[src/hw/rtl/lrrg_pkg.sv]
package lrrg_pkg;

    localparam int unsigned WORD_W = 32;
    localparam int unsigned STEP_W = 5;

    // Generator constants
    localparam logic [WORD_W-1:0] LRRG_MULT  = 32'd279470273;
    localparam logic [WORD_W-1:0] LRRG_PRIME = 32'd4294967291;

    // State loaded at reset: seed 1 with its halves swapped
    localparam logic [WORD_W-1:0] LRRG_RESET_STATE = 32'h0001_0000;

    typedef enum logic [2:0] {
        ST_IDLE = 3'b001,
        ST_RUN  = 3'b010,
        ST_DONE = 3'b100
    } t_unit_st;

    // Job entering the modular multiplier
    typedef struct packed {
        logic [WORD_W-1:0] range_limit;
        logic [WORD_W-1:0] state;
    } t_mul_req;

    // Job entering the remainder unit
    typedef struct packed {
        logic [WORD_W-1:0] range_limit;
        logic [WORD_W-1:0] product;
    } t_div_req;

    // Finished result
    typedef struct packed {
        logic [WORD_W-1:0] raw_state;
        logic [WORD_W-1:0] draw_value;
    } t_draw;

endpackage

[src/hw/rtl/lehmer_random_range_generator.sv]
// Each item runs through the 32-step bit-serial modular multiplier and then the
//   32-step bit-serial remainder unit, whose done state holds the result. The
//   multiplier takes a new item once it has handed its product on, so it overlaps
//   the remainder unit of the previous item; an output stall holds the handoff.
// Reset (synchronous, active low): both units go idle, no result is pending,
//   and the generator state becomes 0x00010000 (seed 1, halves swapped).
module lehmer_random_range_generator import lrrg_pkg::*; (
    input  logic              i_clk,
    input  logic              i_rst_n,
    // Draw requests
    input  logic              i_s_axis_tvalid,
    output logic              o_s_axis_tready,
    input  logic [WORD_W-1:0] i_s_axis_tdata,   // [31:0] range_limit
    // Results
    output logic              o_m_axis_tvalid,
    input  logic              i_m_axis_tready,
    output logic [2*WORD_W-1:0] o_m_axis_tdata, // [31:0] draw_value, [63:32] raw_state
    // Seed register write
    input  logic              i_cfg_valid,
    output logic              o_cfg_ready,
    input  logic [WORD_W-1:0] i_cfg_data        // seed_value
);

    // Generator state. Advanced when the multiplier hands its product on;
    // the multiplier only takes a new item after that handoff, so every
    // item sees the state left by the one before it.
    logic [WORD_W-1:0] r_state, n_state;

    t_mul_req s_mul_req;
    t_div_req s_div_req;
    t_draw    s_draw;
    logic     s_mul_ready;
    logic     s_mul_done;
    logic     s_div_ready;
    logic     s_handoff;

    assign s_mul_req.state       = r_state;
    assign s_mul_req.range_limit = i_s_axis_tdata;
    assign o_s_axis_tready       = s_mul_ready;
    assign o_cfg_ready           = 1'b1;

    // Stage 1: product mod prime, one state bit per cycle
    lrrg_modmul u_modmul (
        .i_clk       (i_clk),
        .i_rst_n     (i_rst_n),
        .i_req_valid (i_s_axis_tvalid),
        .o_req_ready (s_mul_ready),
        .i_req       (s_mul_req),
        .o_res_valid (s_mul_done),
        .i_res_ready (s_div_ready),
        .o_res       (s_div_req)
    );

    assign s_handoff = s_mul_done & s_div_ready;

    // Stage 2: new state mod range_limit; its done state is the output register
    lrrg_moddiv u_moddiv (
        .i_clk       (i_clk),
        .i_rst_n     (i_rst_n),
        .i_req_valid (s_mul_done),
        .o_req_ready (s_div_ready),
        .i_req       (s_div_req),
        .o_res_valid (o_m_axis_tvalid),
        .i_res_ready (i_m_axis_tready),
        .o_res       (s_draw)
    );

    assign o_m_axis_tdata = {s_draw.raw_state, s_draw.draw_value};

    // Seed write reloads the state with its 16-bit halves swapped
    always_comb begin
        priority if (i_cfg_valid) begin
            n_state = {i_cfg_data[WORD_W/2-1:0], i_cfg_data[WORD_W-1:WORD_W/2]};
        end else if (s_handoff) begin
            n_state = s_div_req.product;
        end else begin
            n_state = r_state;
        end
    end

    always_ff @(posedge i_clk) begin
        if (!i_rst_n) begin
            r_state <= LRRG_RESET_STATE;
        end else begin
            r_state <= n_state;
        end
    end

`ifndef ASSERT_OFF
    // Multiplier output is always fully reduced
    a_state_reduced: assert property (@(posedge i_clk) disable iff (!i_rst_n)
        (s_handoff && !i_cfg_valid) |=> (r_state < LRRG_PRIME))
        else $error("state not reduced below prime after draw");

    // Raw state on the output is below the prime
    a_raw_reduced: assert property (@(posedge i_clk) disable iff (!i_rst_n)
        o_m_axis_tvalid |-> (s_draw.raw_state < LRRG_PRIME))
        else $error("raw_state not below prime");

    // An accepted item keeps the multiplier busy
    a_one_in_flight: assert property (@(posedge i_clk) disable iff (!i_rst_n)
        (i_s_axis_tvalid && o_s_axis_tready) |=> !o_s_axis_tready)
        else $error("multiplier took a second item while busy");
`endif

endmodule

[src/hw/rtl/lrrg_modmul.sv]
// Bit-serial (state * LRRG_MULT) mod LRRG_PRIME, Horner order, MSB first.
module lrrg_modmul import lrrg_pkg::*; (
    input  logic     i_clk,
    input  logic     i_rst_n,
    input  logic     i_req_valid,
    output logic     o_req_ready,
    input  t_mul_req i_req,
    output logic     o_res_valid,
    input  logic     i_res_ready,
    output t_div_req o_res
);

    localparam logic [WORD_W+1:0] P1 = {2'b00, LRRG_PRIME};
    localparam logic [WORD_W+1:0] P2 = {1'b0, LRRG_PRIME, 1'b0};
    localparam logic [WORD_W+1:0] M1 = {2'b00, LRRG_MULT};

    t_unit_st          r_st, n_st;
    logic [STEP_W-1:0] r_cnt, n_cnt;
    logic [WORD_W-1:0] r_acc, n_acc;
    logic [WORD_W-1:0] r_opd, n_opd;
    logic [WORD_W-1:0] r_range, n_range;

    logic [WORD_W+1:0] s_sum;
    logic [WORD_W-1:0] s_acc_red;

    // acc < P, so 2*acc + M < 3P: at most two P's come off
    always_comb begin
        s_sum = {1'b0, r_acc, 1'b0} + (r_opd[WORD_W-1] ? M1 : '0);
        priority if (s_sum >= P2) begin
            s_acc_red = WORD_W'(s_sum - P2);
        end else if (s_sum >= P1) begin
            s_acc_red = WORD_W'(s_sum - P1);
        end else begin
            s_acc_red = s_sum[WORD_W-1:0];
        end
    end

    always_comb begin
        n_st    = r_st;
        n_cnt   = r_cnt;
        n_acc   = r_acc;
        n_opd   = r_opd;
        n_range = r_range;
        unique case (r_st)
            ST_IDLE: begin
                if (i_req_valid) begin
                    n_st    = ST_RUN;
                    n_cnt   = '0;
                    n_acc   = '0;
                    n_opd   = i_req.state;
                    n_range = i_req.range_limit;
                end
            end
            ST_RUN: begin
                n_acc = s_acc_red;
                n_opd = {r_opd[WORD_W-2:0], 1'b0};
                n_cnt = r_cnt + STEP_W'(1);
                if (r_cnt == STEP_W'(WORD_W - 1)) begin
                    n_st = ST_DONE;
                end
            end
            ST_DONE: begin
                if (i_res_ready) begin
                    n_st = ST_IDLE;
                end
            end
            default: n_st = ST_IDLE;
        endcase
    end

    always_ff @(posedge i_clk) begin
        if (!i_rst_n) begin
            r_st  <= ST_IDLE;
            r_cnt <= '0;
        end else begin
            r_st  <= n_st;
            r_cnt <= n_cnt;
        end
        r_acc   <= n_acc;
        r_opd   <= n_opd;
        r_range <= n_range;
    end

    assign o_req_ready       = (r_st == ST_IDLE);
    assign o_res_valid       = (r_st == ST_DONE);
    assign o_res.product     = r_acc;
    assign o_res.range_limit = r_range;

endmodule

[src/hw/rtl/lrrg_moddiv.sv]
// Restoring radix-2 remainder, one dividend bit per cycle.
// A zero divisor never borrows, so the remainder ends as the dividend.
module lrrg_moddiv import lrrg_pkg::*; (
    input  logic     i_clk,
    input  logic     i_rst_n,
    input  logic     i_req_valid,
    output logic     o_req_ready,
    input  t_div_req i_req,
    output logic     o_res_valid,
    input  logic     i_res_ready,
    output t_draw    o_res
);

    t_unit_st          r_st, n_st;
    logic [STEP_W-1:0] r_cnt, n_cnt;
    logic [WORD_W-1:0] r_rem, n_rem;
    logic [WORD_W-1:0] r_dvd, n_dvd;
    logic [WORD_W-1:0] r_raw, n_raw;
    logic [WORD_W-1:0] r_range, n_range;

    logic [WORD_W+1:0] s_diff;
    logic [WORD_W-1:0] s_rem_next;

    // rem < divisor, so {rem, bit} fits in 33 bits, a kept difference in 32; bit 33 flags a borrow
    always_comb begin
        s_diff = {1'b0, r_rem, r_dvd[WORD_W-1]} - {2'b00, r_range};
        if (s_diff[WORD_W+1]) begin
            s_rem_next = {r_rem[WORD_W-2:0], r_dvd[WORD_W-1]};
        end else begin
            s_rem_next = s_diff[WORD_W-1:0];
        end
    end

    always_comb begin
        n_st    = r_st;
        n_cnt   = r_cnt;
        n_rem   = r_rem;
        n_dvd   = r_dvd;
        n_raw   = r_raw;
        n_range = r_range;
        unique case (r_st)
            ST_IDLE: begin
                if (i_req_valid) begin
                    n_st    = ST_RUN;
                    n_cnt   = '0;
                    n_rem   = '0;
                    n_dvd   = i_req.product;
                    n_raw   = i_req.product;
                    n_range = i_req.range_limit;
                end
            end
            ST_RUN: begin
                n_rem = s_rem_next;
                n_dvd = {r_dvd[WORD_W-2:0], 1'b0};
                n_cnt = r_cnt + STEP_W'(1);
                if (r_cnt == STEP_W'(WORD_W - 1)) begin
                    n_st = ST_DONE;
                end
            end
            ST_DONE: begin
                if (i_res_ready) begin
                    n_st = ST_IDLE;
                end
            end
            default: n_st = ST_IDLE;
        endcase
    end

    always_ff @(posedge i_clk) begin
        if (!i_rst_n) begin
            r_st  <= ST_IDLE;
            r_cnt <= '0;
        end else begin
            r_st  <= n_st;
            r_cnt <= n_cnt;
        end
        r_rem   <= n_rem;
        r_dvd   <= n_dvd;
        r_raw   <= n_raw;
        r_range <= n_range;
    end

    assign o_req_ready      = (r_st == ST_IDLE);
    assign o_res_valid      = (r_st == ST_DONE);
    assign o_res.draw_value = r_rem;
    assign o_res.raw_state  = r_raw;

endmodule
[config.mk]
export PLATFORM = sky130hd
export DESIGN_NAME = lehmer_random_range_generator
export DESIGN_NICKNAME = d
export VERILOG_FILES = /design/src/hw/rtl/lrrg_pkg.sv /design/src/hw/rtl/lehmer_random_range_generator.sv /design/src/hw/rtl/lrrg_modmul.sv /design/src/hw/rtl/lrrg_moddiv.sv
export SDC_FILE = /design/constraint.sdc
export NUM_CORES = 1
export LEC_CHECK = 0
export ABC_AREA = 0
export CAP_MARGIN = 20
export CORE_MARGIN = 2
export CORE_UTILIZATION = 42
export DETAILED_ROUTE_END_ITERATION = 8
export DONT_BUFFER_PORTS = 1
export PLACE_DENSITY = 0.57
export REMOVE_ABC_BUFFERS = 1
export SKIP_LAST_GASP = 1
export SLEW_MARGIN = 30
export SYNTH_ARGS = -nofsm -noshare
export SYNTH_HDL_FRONTEND = slang
export SYNTH_SLANG_ARGS = --single-unit
[constraint.sdc]
create_clock -name i_clk -period 15.15 [get_ports i_clk]
set_input_delay 3.03 -clock i_clk [delete_from_list [all_inputs] [get_ports i_clk]]
set_output_delay 3.03 -clock i_clk [all_outputs]
set_load 0.02 [all_outputs]
==> flow_summary.toml, run 1 <==
[cells_and_area]
fin_cells = 1848
drive_above_1_share = 0.0700
utilization = 0.473
nets = 1495
nFillCells = 3144
seq_area_um2 = 7690
multiInputGateArea_um2 = 6250
area_growth_pct = 10.4
diodes = 0

[detailed_routing]
wl_um = 34000
drtPass1Iterations = 7
route.detailed.drc = 0
via_per_inst = 5.43
antenna_left = 0
drtIter0Drc = 545
vias = 10000
wl_per_cell_um = 18.4

[timing]
setup_ws_ns = 9.80
rsz0062_at_grt = "false"
setup_viol = 0
relSlewSlack = 0.378
fmax_mhz = 187
finalHoldViolations = 0
slew_viol_final = 0
post-route-min-period_ns = 5.35
whs_ns = 0.414
worstMarginPinSlew_ns = 0.933
fin_setup_tns_ns = 0
finClkSkew_ns = 0.0159
finalCritPeriodShare = 0.353

[die]
initial_core_util = 0.429
die_h_um = 189
rows = 67
die_w_um = 189
core_um2 = 33600
ios = 136
die_area_um2 = 35800

[run]
drv_cap = 0

[pwr]
vdd_drop_max_v = 0.0000912
powerDensity_nw_per_um2 = 110
p_leak_uw = 0.00629

[setup_path]
worst-path-buf-inv = 0
endpoint_kind = "flop"
crit_path_cell_trace = "ha_1 > fa_1 > and4_1 > a21oi_1 > o21ai_1 > xor2_1 > o2111ai_1 > nor4_4 > a31oi_4 > o22a_1 > nor4_4 > and4_1 > nor3_2"
required_ns = 15.45
critPathMaxFanout = 12
rr_worst_depth = 13
r2r-end = "u_modmul.r_acc[29]$_SDFFCE_PN0P_"
cpPeakStageDelay_ns = 0.69
reg2reg_slack_ns = 9.80
crit_path_start_kind = "flop"
reg2reg_from = "u_modmul.r_opd[31]$_DFFE_PP_"
crit_slowest_cell = "edfxtp_1"
cp_top_family = "simple AND/OR/NAND/NOR gates"
crit_arrival_ns = 5.65
worstSetupPathType = "reg2reg"

[synth]
syn_avg_cell_area_um2 = 10.3
ys_ff_latch = 272
synth_commonest_cells = "259 x nand2_1, 224 x edfxtp_1, 114 x nor2_1"
yosysTopAreaCell = "edfxtp_1"
yosysTopAreaCellShare = 0.467
yosys_most_used_dff = "edfxtp_1"
yosysWarnings = 0
synthTopCellsByArea = "edfxtp_1 47%, nand2_1 6.7%, dfxtp_1 6.7%"
synth_edf_count = 224
synth_cells = 1395
synthMostInstantiatedCell = "nand2_1"
synth.distinct_cells = 86
synthArstFlopShare = 0
netlist_area_um2 = 14400
ys_seq_area_frac = 0.534

[cts]
ctsHoldBuffers = 0
cts_tree = "built"
cts_setup_buffers = 0
clk_latency_ns = 0.59
cts-root-buf = "clkbuf_16"
clock_sinks = 272
cts_resized = 0
clk_transition_reported_paths_ns = 0.06
cts_buffer_depth = 3
numCtsBuffers = 31
htreeDepth = 1

[grt]
grt_pass1_vias = 10200
grtUsageTotal = 0.192
grt_max_degree = 69
grt_overflow = 0
antenna_found_initial = 0
grt_pass1_wl_um = 55400

[place]
dp_slack_ns = 9.83
dp_hpwl_um = 22100
dp.cells = 1791
gp_congestion = 0.836
portBuffers = 0

[hold_path]
holdPathStages = 0
min_from = "u_modmul.r_range[5]$_DFFE_PP_"
hold_path_class = "reg2reg"
min_to = "u_moddiv.r_range[5]$_DFFE_PP_"

[status]
status = "completed"
==> power by group <==
part | total, uW | internal [uW] | switching, uW
Clock | 775 | 474 | 301
Combinational | 116 | 42.0 | 74.0
Sequential | 864 | 840 | 23.9
==> worst register-to-register path: cells and delay by family, from the launching register on <==
| kind | cells | cell delay [ns] |
|---|---|---|
| fa+ha+maj | 2 | 0.84 |
| simple gates | 5 | 1.64 |
| xor+xnor | 1 | 0.31 |
| flops | 1 | 0.69 |
| compound gates | 5 | 1.59 |
==> stage by stage <==
step / instance area, um^2 / power, uW
floorplan: 14100 / 959
global placement: 14800 / 994
detailed placement: 14800 / 996
CTS: 15900 / 1780
global route: 15900 / 1820
finish: 15900 / 1750
==> layout by cell type (no fill, tap or decap), types with 13 or more instances in the layout <==
cell and n:
a211oi_1 13, a21o_1 27, a21oi_1 66, and2_1 46
and3_1 14, clkbuf_16 31, dfxtp_1 48, edfxtp_1 224
ha_1 48, inv_1 60, mux2i_1 54, nand2_1 258
nand3_1 33, nor2_1 112, nor3_1 17, o21ai_0 65
xnor2_1 41, xor2_1 16
==> state kept, by name, summed over array words and instances (netlist names) <==
name / cells
r_state: 32
u_moddiv.r_cnt: 5
u_moddiv.r_dvd: 32
u_moddiv.r_range: 32
u_moddiv.r_raw: 32
u_moddiv.r_rem: 32
u_moddiv.r_st: 3
u_modmul.r_acc: 32
u_modmul.r_cnt: 5
u_modmul.r_opd: 32
u_modmul.r_range: 32
u_modmul.r_st: 3
==> how the worst max path moves through the flow <==
stage                                 startpoint                          endpoint  slack [ns]  depth (start not counted)
floorplan                        i_s_axis_tvalid   u_modmul.r_acc[0]$_SDFFCE_PN0P_        6.50                          3
global placement    u_modmul.r_opd[31]$_DFFE_PP_  u_modmul.r_acc[29]$_SDFFCE_PN0P_        9.92                         12
detailed placement  u_modmul.r_opd[31]$_DFFE_PP_  u_modmul.r_acc[29]$_SDFFCE_PN0P_        9.83                         13
CTS                 u_modmul.r_opd[31]$_DFFE_PP_  u_modmul.r_acc[29]$_SDFFCE_PN0P_        9.81                         13
global route        u_modmul.r_opd[31]$_DFFE_PP_  u_modmul.r_acc[29]$_SDFFCE_PN0P_        9.49                         13
finish              u_modmul.r_opd[31]$_DFFE_PP_  u_modmul.r_acc[29]$_SDFFCE_PN0P_        9.80                         13
==> cells by family (layout without fill, tap and decap cells) <==
kind of cell / after synthesis / in the layout / synth area share
flops: 272 / 272 / 0.534
other cells: 1 / 1 / 0.000260
buf+inv: 125 / 130 / 0.0357
xor+xnor: 57 / 57 / 0.0346
mux: 55 / 55 / 0.0383
fa+ha+maj: 50 / 50 / 0.0445
simple gates: 575 / 575 / 0.192
compound gates: 260 / 260 / 0.121
==> per-layer routing <==
metal / global-route usage / share of wire / vias to the layer above
met5: 0 / 0 / -
met3: 0.0348 / 0.051 / 57
li1: - / - / 4956
met2: 0.329 / 0.47 / 216
met4: 0.0471 / 0.024 / 0
met1: 0.252 / 0.45 / 4805
==> cell type report <==
| cell class | count | area share |
|---|---|---|
| flip-flops and latches | 272 | 0.484 |
| well taps | 448 | 0.0353 |
| inverters | 62 | 0.0147 |
| clock inverters | 10 | 0.0103 |
| clock buffers | 47 | 0.0563 |
| repair buffers | 11 | 0.00645 |
| multi-input cells | 998 | 0.393 |
Note: power is estimated with default switching activity, not from simulation.
==> run 2, diff against run 1 <==
==> constraint.sdc (replaced) <==
create_clock -name i_clk -period 5.1 [get_ports i_clk]
set_input_delay 1.02 -clock i_clk [delete_from_list [all_inputs] [get_ports i_clk]]
set_output_delay 1.02 -clock i_clk [all_outputs]
set_load 0.02 [all_outputs]
==> flow_summary.toml, run 2 (synthesized netlist as in run 1, its figures left out) <==
[status]
status = "completed"

[setup_path]
critPathMaxFanout = 9
cpPeakStageDelay_ns = 0.60
worstSetupPathType = "reg2reg"
cp-endpoint = "u_modmul.r_acc[9]$_SDFFCE_PN0P_"
startpoint = "u_modmul.r_opd[31]$_DFFE_PP_"
r2r-end = "u_modmul.r_acc[9]$_SDFFCE_PN0P_"
reg2reg_from = "u_modmul.r_opd[31]$_DFFE_PP_"
crit_arrival_ns = 5.00
crit_path_start_kind = "flop"
rr_worst_depth = 14
crit_path_cell_trace = "ha_1 > fa_1 > and4_1 > a21oi_1 > o21ai_1 > xor2_1 > o2111ai_1 > nor4_4 > a31oi_1 > o22a_1 > buf_4 > nor3_1 > or4_1 > o211ai_1"
required_ns = 5.40
crit_slowest_cell = "edfxtp_1"
endpoint_kind = "flop"
reg2reg_slack_ns = 0.40

[cells_and_area]
multiInputGateArea_um2 = 6250
nFillCells = 3117
seq_area_um2 = 7690
area_growth_pct = 10.6
final_cell_mix = "258 x nand2_1, 224 x edfxtp_1, 112 x nor2_1"
nets = 1519
final_area_um2 = 15900
final_common_cell = "nand2_1"
drive_above_1_share = 0.0821
diodes = 0

[grt]
grt_overflow = 0
antenna_found_initial = 0
grt_max_degree = 64
grt_pass1_vias = 10100
grtUsageTotal = 0.192
grt_pass1_wl_um = 54900

[detailed_routing]
antenna_left = 0
wl_per_cell_um = 18.4
vias = 10200
via_per_inst = 5.43
wl_um = 34400
drtPass1Iterations = 5
route.detailed.drc = 0
drtIter0Drc = 613

[die]
die_h_um = 189
die_area_um2 = 35800
core_um2 = 33600
rows = 67
ios = 136
initial_core_util = 0.429
die_w_um = 189

[timing]
setup_viol = 0
whs_ns = 0.414
finalHoldViolations = 0
slew_viol_final = 0
relSlewSlack = 0.447
finClkSkew_ns = 0.0217
finalCritPeriodShare = 0.921
fmax_mhz = 213
worstMarginPinSlew_ns = 0.827
rsz0062_at_grt = "false"
setup_ws_ns = 0.402
post-route-min-period_ns = 4.70

[cts]
clk_transition_reported_paths_ns = 0.06
cts_resized = 0
htreeDepth = 1
numCtsBuffers = 31
cts_setup_buffers = 0
cts-root-buf = "clkbuf_16"
clock_sinks = 272
cts_buffer_depth = 3
clk_latency_ns = 0.57
ctsHoldBuffers = 0
cts_tree = "built"

[place]
gp_congestion = 0.874
postPlaceCellArea_um2 = 15000
dp_hpwl_um = 23000
dp_slack_ns = 0.464
portBuffers = 0

[run]
drv_cap = 0

[hold_path]
hold_path_class = "reg2reg"

[pwr]
p_leak_uw = 0.00633
p_total_uw = 5010
powerDensity_nw_per_um2 = 314
vdd_drop_max_v = 0.000251
## run 2: metal layers
layer | share of wire | track usage | vias up | wire (um)
met4 | 0.023 | 0.0510 | 0 | 799
met3 | 0.050 | 0.0354 | 52 | 1710
li1 | - | - | 5001 | -
met1 | 0.45 | 0.250 | 4883 | 15400
met5 | 0 | 0 | - | 0
met2 | 0.48 | 0.329 | 229 | 16500
## run 2: final cells by class
| type | count | share of cell area |
|---|---|---|
| clock buffer | 47 | 0.0531 |
| multi-input combinational | 998 | 0.392 |
| timing repair buffer | 35 | 0.0165 |
| inverter | 62 | 0.0147 |
| tap | 448 | 0.0352 |
| sequential | 272 | 0.482 |
| clock inverter | 11 | 0.00589 |
## run 2: report_power, final
group / leakage (uW) / switching, uW / internal [uW]
Sequential: 0.00251 / 65.1 / 2490
Clock: 0.000455 / 885 / 1190
Combinational: 0.00336 / 231 / 137
## run 2: stage by stage
| step | util | instances | TNS (ns) |
|---|---|---|---|
| after floorplan | - | 1332 | -126.82 |
| after global placement | 0.446 | 1815 | 0 |
| final | 0.474 | 1873 | 0 |
| after detailed placement | 0.446 | 1815 | 0 |
| after global routing | 0.474 | 1873 | 0 |
| after CTS | 0.474 | 1873 | 0 |
## run 2: worst max-delay path: cells and delay by family, from the launching register on
family,cells,cell delay (ns)
and+or+nand+nor,4,1.15
AOI/OAI and AO/OA,6,1.46
xor gates and xnor gates,1,0.23
buffers and inverters,1,0.21
adders and majority gates,2,0.79
DFF,1,0.60
## run 2: worst min path at each step
stage | from | endpoint | slack (ns) | depth (start not counted)
2_1_floorplan | u_modmul.r_range[0]$_DFFE_PP_ | u_moddiv.r_range[0]$_DFFE_PP_ | 0.40 | 0
3_3_place_gp | u_modmul.r_range[5]$_DFFE_PP_ | u_moddiv.r_range[5]$_DFFE_PP_ | 0.40 | 0
3_5_place_dp | u_modmul.r_range[10]$_DFFE_PP_ | u_moddiv.r_range[10]$_DFFE_PP_ | 0.41 | 0
4_1_cts | u_modmul.r_range[10]$_DFFE_PP_ | u_moddiv.r_range[10]$_DFFE_PP_ | 0.42 | 0
5_1_grt | u_modmul.r_range[8]$_DFFE_PP_ | u_moddiv.r_range[8]$_DFFE_PP_ | 0.43 | 0
6_report | u_modmul.r_range[10]$_DFFE_PP_ | u_moddiv.r_range[10]$_DFFE_PP_ | 0.41 | 0
==> run 3, diff against run 2 <==
--- a/config.mk
+++ b/config.mk
@@ -13,8 +13,8 @@
 export DONT_BUFFER_PORTS = 1
 export PLACE_DENSITY = 0.57
 export REMOVE_ABC_BUFFERS = 1
-export SKIP_LAST_GASP = 1
 export SLEW_MARGIN = 30
 export SYNTH_ARGS = -nofsm -noshare
 export SYNTH_HDL_FRONTEND = slang
+export SYNTH_HIERARCHICAL = 1
 export SYNTH_SLANG_ARGS = --single-unit
==> flow_summary.toml, run 3 <==
[cts]
numCtsBuffers = 34
cts_tree = "built"
cts_buffer_depth = 3
cts-root-buf = "clkbuf_16"
cts_setup_buffers = 0
clk_latency_ns = 0.53
ctsHoldBuffers = 0
htreeDepth = 2
clk_transition_reported_paths_ns = 0.06
cts_resized = 0
clock_sinks = 272

[synth]
synth_top_family_by_area = "simple AND/OR/NAND/NOR gates"
synth_cells = 1358
yosysTopAreaCellShare = 0.463
synth_xor_area_frac = 0.0277
ys_seq_area_frac = 0.529
synthAdderAreaFrac = 0.0441
synth.distinct_cells = 85
netlist_area_um2 = 14500
synthArstFlopShare = 0
synth_edf_count = 224
synthSimpleGateAreaFrac = 0.172
synth_commonest_cells = "291 x nand2_1, 224 x edfxtp_1, 75 x nor2_1"
ys_ff_latch = 272
synthTopCellsByArea = "edfxtp_1 46%, nand2_1 7.5%, dfxtp_1 6.6%"
syn_avg_cell_area_um2 = 10.7
yosysWarnings = 6
synth_compound_area_frac = 0.144
synth_mux_area_frac = 0.0414
yosys_most_used_dff = "edfxtp_1"
yosysTopAreaCell = "edfxtp_1"
synthMostInstantiatedCell = "nand2_1"

[pwr]
seqPwrFrac = 0.474
vdd_drop_max_v = 0.000222
swShare = 0.236
powerDensity_nw_per_um2 = 342
power.share.clock = 0.450
switchingPower_uw = 1290
p_int_uw = 4180
p_leak_uw = 0.00637
combPwrFrac = 0.075

[detailed_routing]
wl_per_cell_um = 19.5
wl_um = 35500
antenna_left = 0
drtPass1Iterations = 5
drtIter0Drc = 621
via_per_inst = 5.63
route.detailed.drc = 0
vias = 10300

[cells_and_area]
drive_above_1_share = 0.0885
final_area_um2 = 16000
seq_area_um2 = 7690
nets = 1461
diodes = 0
final_cell_mix = "288 x nand2_1, 224 x edfxtp_1, 75 x nor2_1"
area_growth_pct = 10.1
fin_cells = 1822
multiInputGateArea_um2 = 6280
nFillCells = 3160
final_common_cell = "nand2_1"

[timing]
fmax_mhz = 215
post-route-min-period_ns = 4.65
fin_setup_tns_ns = 0
rsz0062_at_grt = "false"
finalCritPeriodShare = 0.911
slew_viol_final = 0
setup_viol = 0
finalHoldViolations = 0
worstMarginPinSlew_ns = 0.857
relSlewSlack = 0.427
finClkSkew_ns = 0.0140

[grt]
grt_pass1_vias = 9840
grt_overflow = 0
antenna_found_initial = 0
grtUsageTotal = 0.196
grt_pass1_wl_um = 55500
grt_max_degree = 69

[setup_path]
crit_arrival_ns = 5.02
endpoint_kind = "flop"
cpPeakStageDelay_ns = 0.59
timing.critical_path.mode_cell = "a21oi_1"
crit_path_start_kind = "flop"
required_ns = 5.48
worst-path-buf-inv = 1
crit_path_cell_trace = "buf_4 > ha_1 > a21oi_1 > o21ai_1 > a21oi_1 > nor2_1 > xnor2_1 > or4b_4 > a211oi_1 > a211oi_4 > or4_1 > a21oi_1"
crit_slowest_cell = "a21oi_1"
reg2reg_slack_ns = 0.45
critPathMaxFanout = 14
cp_top_family = "compound AO/OA/AOI/OAI gates"
worstSetupPathType = "reg2reg"

[die]
die_area_um2 = 36100
initial_core_util = 0.424
die_h_um = 190
core_um2 = 34300
rows = 68
die_w_um = 190
ios = 136

[place]
postPlaceCellArea_um2 = 14800
dp_hpwl_um = 23600
gp_congestion = 0.952
portBuffers = 0
dp.cells = 1761

[status]
status = "completed"

[hold_path]
hold_path_class = "reg2reg"

[run]
drv_cap = 0
==> run 3: changes by cell type in the layout (fill, tap and decap cells not counted), moves of 8 or more <==
cell,change
nor2_1,-37
and2_1,-34
buf_4,-18
clkbuf_1,-8
o21ai_0,-27
nand2_1,+30
inv_1,-10
a211oi_2,+9
o211a_1,+33
a211oi_1,-8
a21oi_1,-17
xnor2_1,-16
or4_1,+10
o31ai_1,+8
==> run 3: final timing paths <==
path / start / to / cells past startpoint
worst max-delay path: u_modmul/r_opd[31]$_DFFE_PP_ / u_modmul/r_acc[16]$_SDFFCE_PN0P_ / 12
worst min-delay path: u_modmul/r_range[26]$_DFFE_PP_ / u_moddiv/r_range[26]$_DFFE_PP_ / 0
worst max register to register: u_modmul/r_opd[31]$_DFFE_PP_ / u_modmul/r_acc[16]$_SDFFCE_PN0P_ / 12
worst min register to register: u_modmul/r_range[26]$_DFFE_PP_ / u_moddiv/r_range[26]$_DFFE_PP_ / 0
==> run 3: area by class of cell <==
cell class	instances	area share
Clock buffer	44	0.0595
Clock inverter	17	0.0117
Inverter	51	0.0120
Multi-Input combinational cell	966	0.393
Sequential cell	272	0.480
Tap cell	455	0.0356
Timing Repair Buffer	17	0.00798
==> run 3: cells by family (layout without fill, tap and decap cells) <==
group | after synthesis | in the layout
multiplexers | 60 | 60
other | 1 | 1
XOR/XNOR | 46 | 46
AND/OR/NAND/NOR | 533 | 533
adder cells (fa/ha/maj) | 50 | 50
AO/OA/AOI/OAI | 276 | 276
flip-flops | 272 | 272
buffers and inverters | 120 | 129
==> run 3: metal layers <==
metal / global-route usage / up-vias / wire [um]
li1: - / 4957 / -
met1: 0.262 / 4980 / 16100
met2: 0.319 / 263 / 16300
met3: 0.0345 / 59 / 2080
met4: 0.0730 / 0 / 1050
met5: 0 / - / 0
==> run 3: power by group through the flow <==
stage | sequential [uW] | clock [uW] | combinational [uW]
global route | 2610 | 2620 | 462
detailed placement | 2640 | 0 | 409
global placement | 2640 | 0 | 402
finish | 2600 | 2460 | 413
CTS | 2600 | 2540 | 410
floorplan | 2610 | 0 | 307
==> run 3: worst reg2reg max path: stages (launching register included) <==
cell and delay, ns:
edfxtp_1 0.46, buf_4 0.23, ha_1 0.39, a21oi_1 0.36, o21ai_1 0.19, a21oi_1 0.59, nor2_1 0.12, xnor2_1 0.24
or4b_4 0.56, a211oi_1 0.47, a211oi_4 0.19, or4_1 0.55, a21oi_1 0.15
==> run 3: through the flow <==
stage                     hold slack [ns]  setup WS, ns  total power [uW]  utilization
after detailed placement            0.405         0.438              3050        0.433
final                               0.416         0.455              5470        0.467
after global routing                0.420         0.171              5690        0.467
after floorplan                     0.400         0.803              2920            -
after CTS                           0.418         0.442              5550        0.466
after global placement              0.404         0.570              3040        0.433
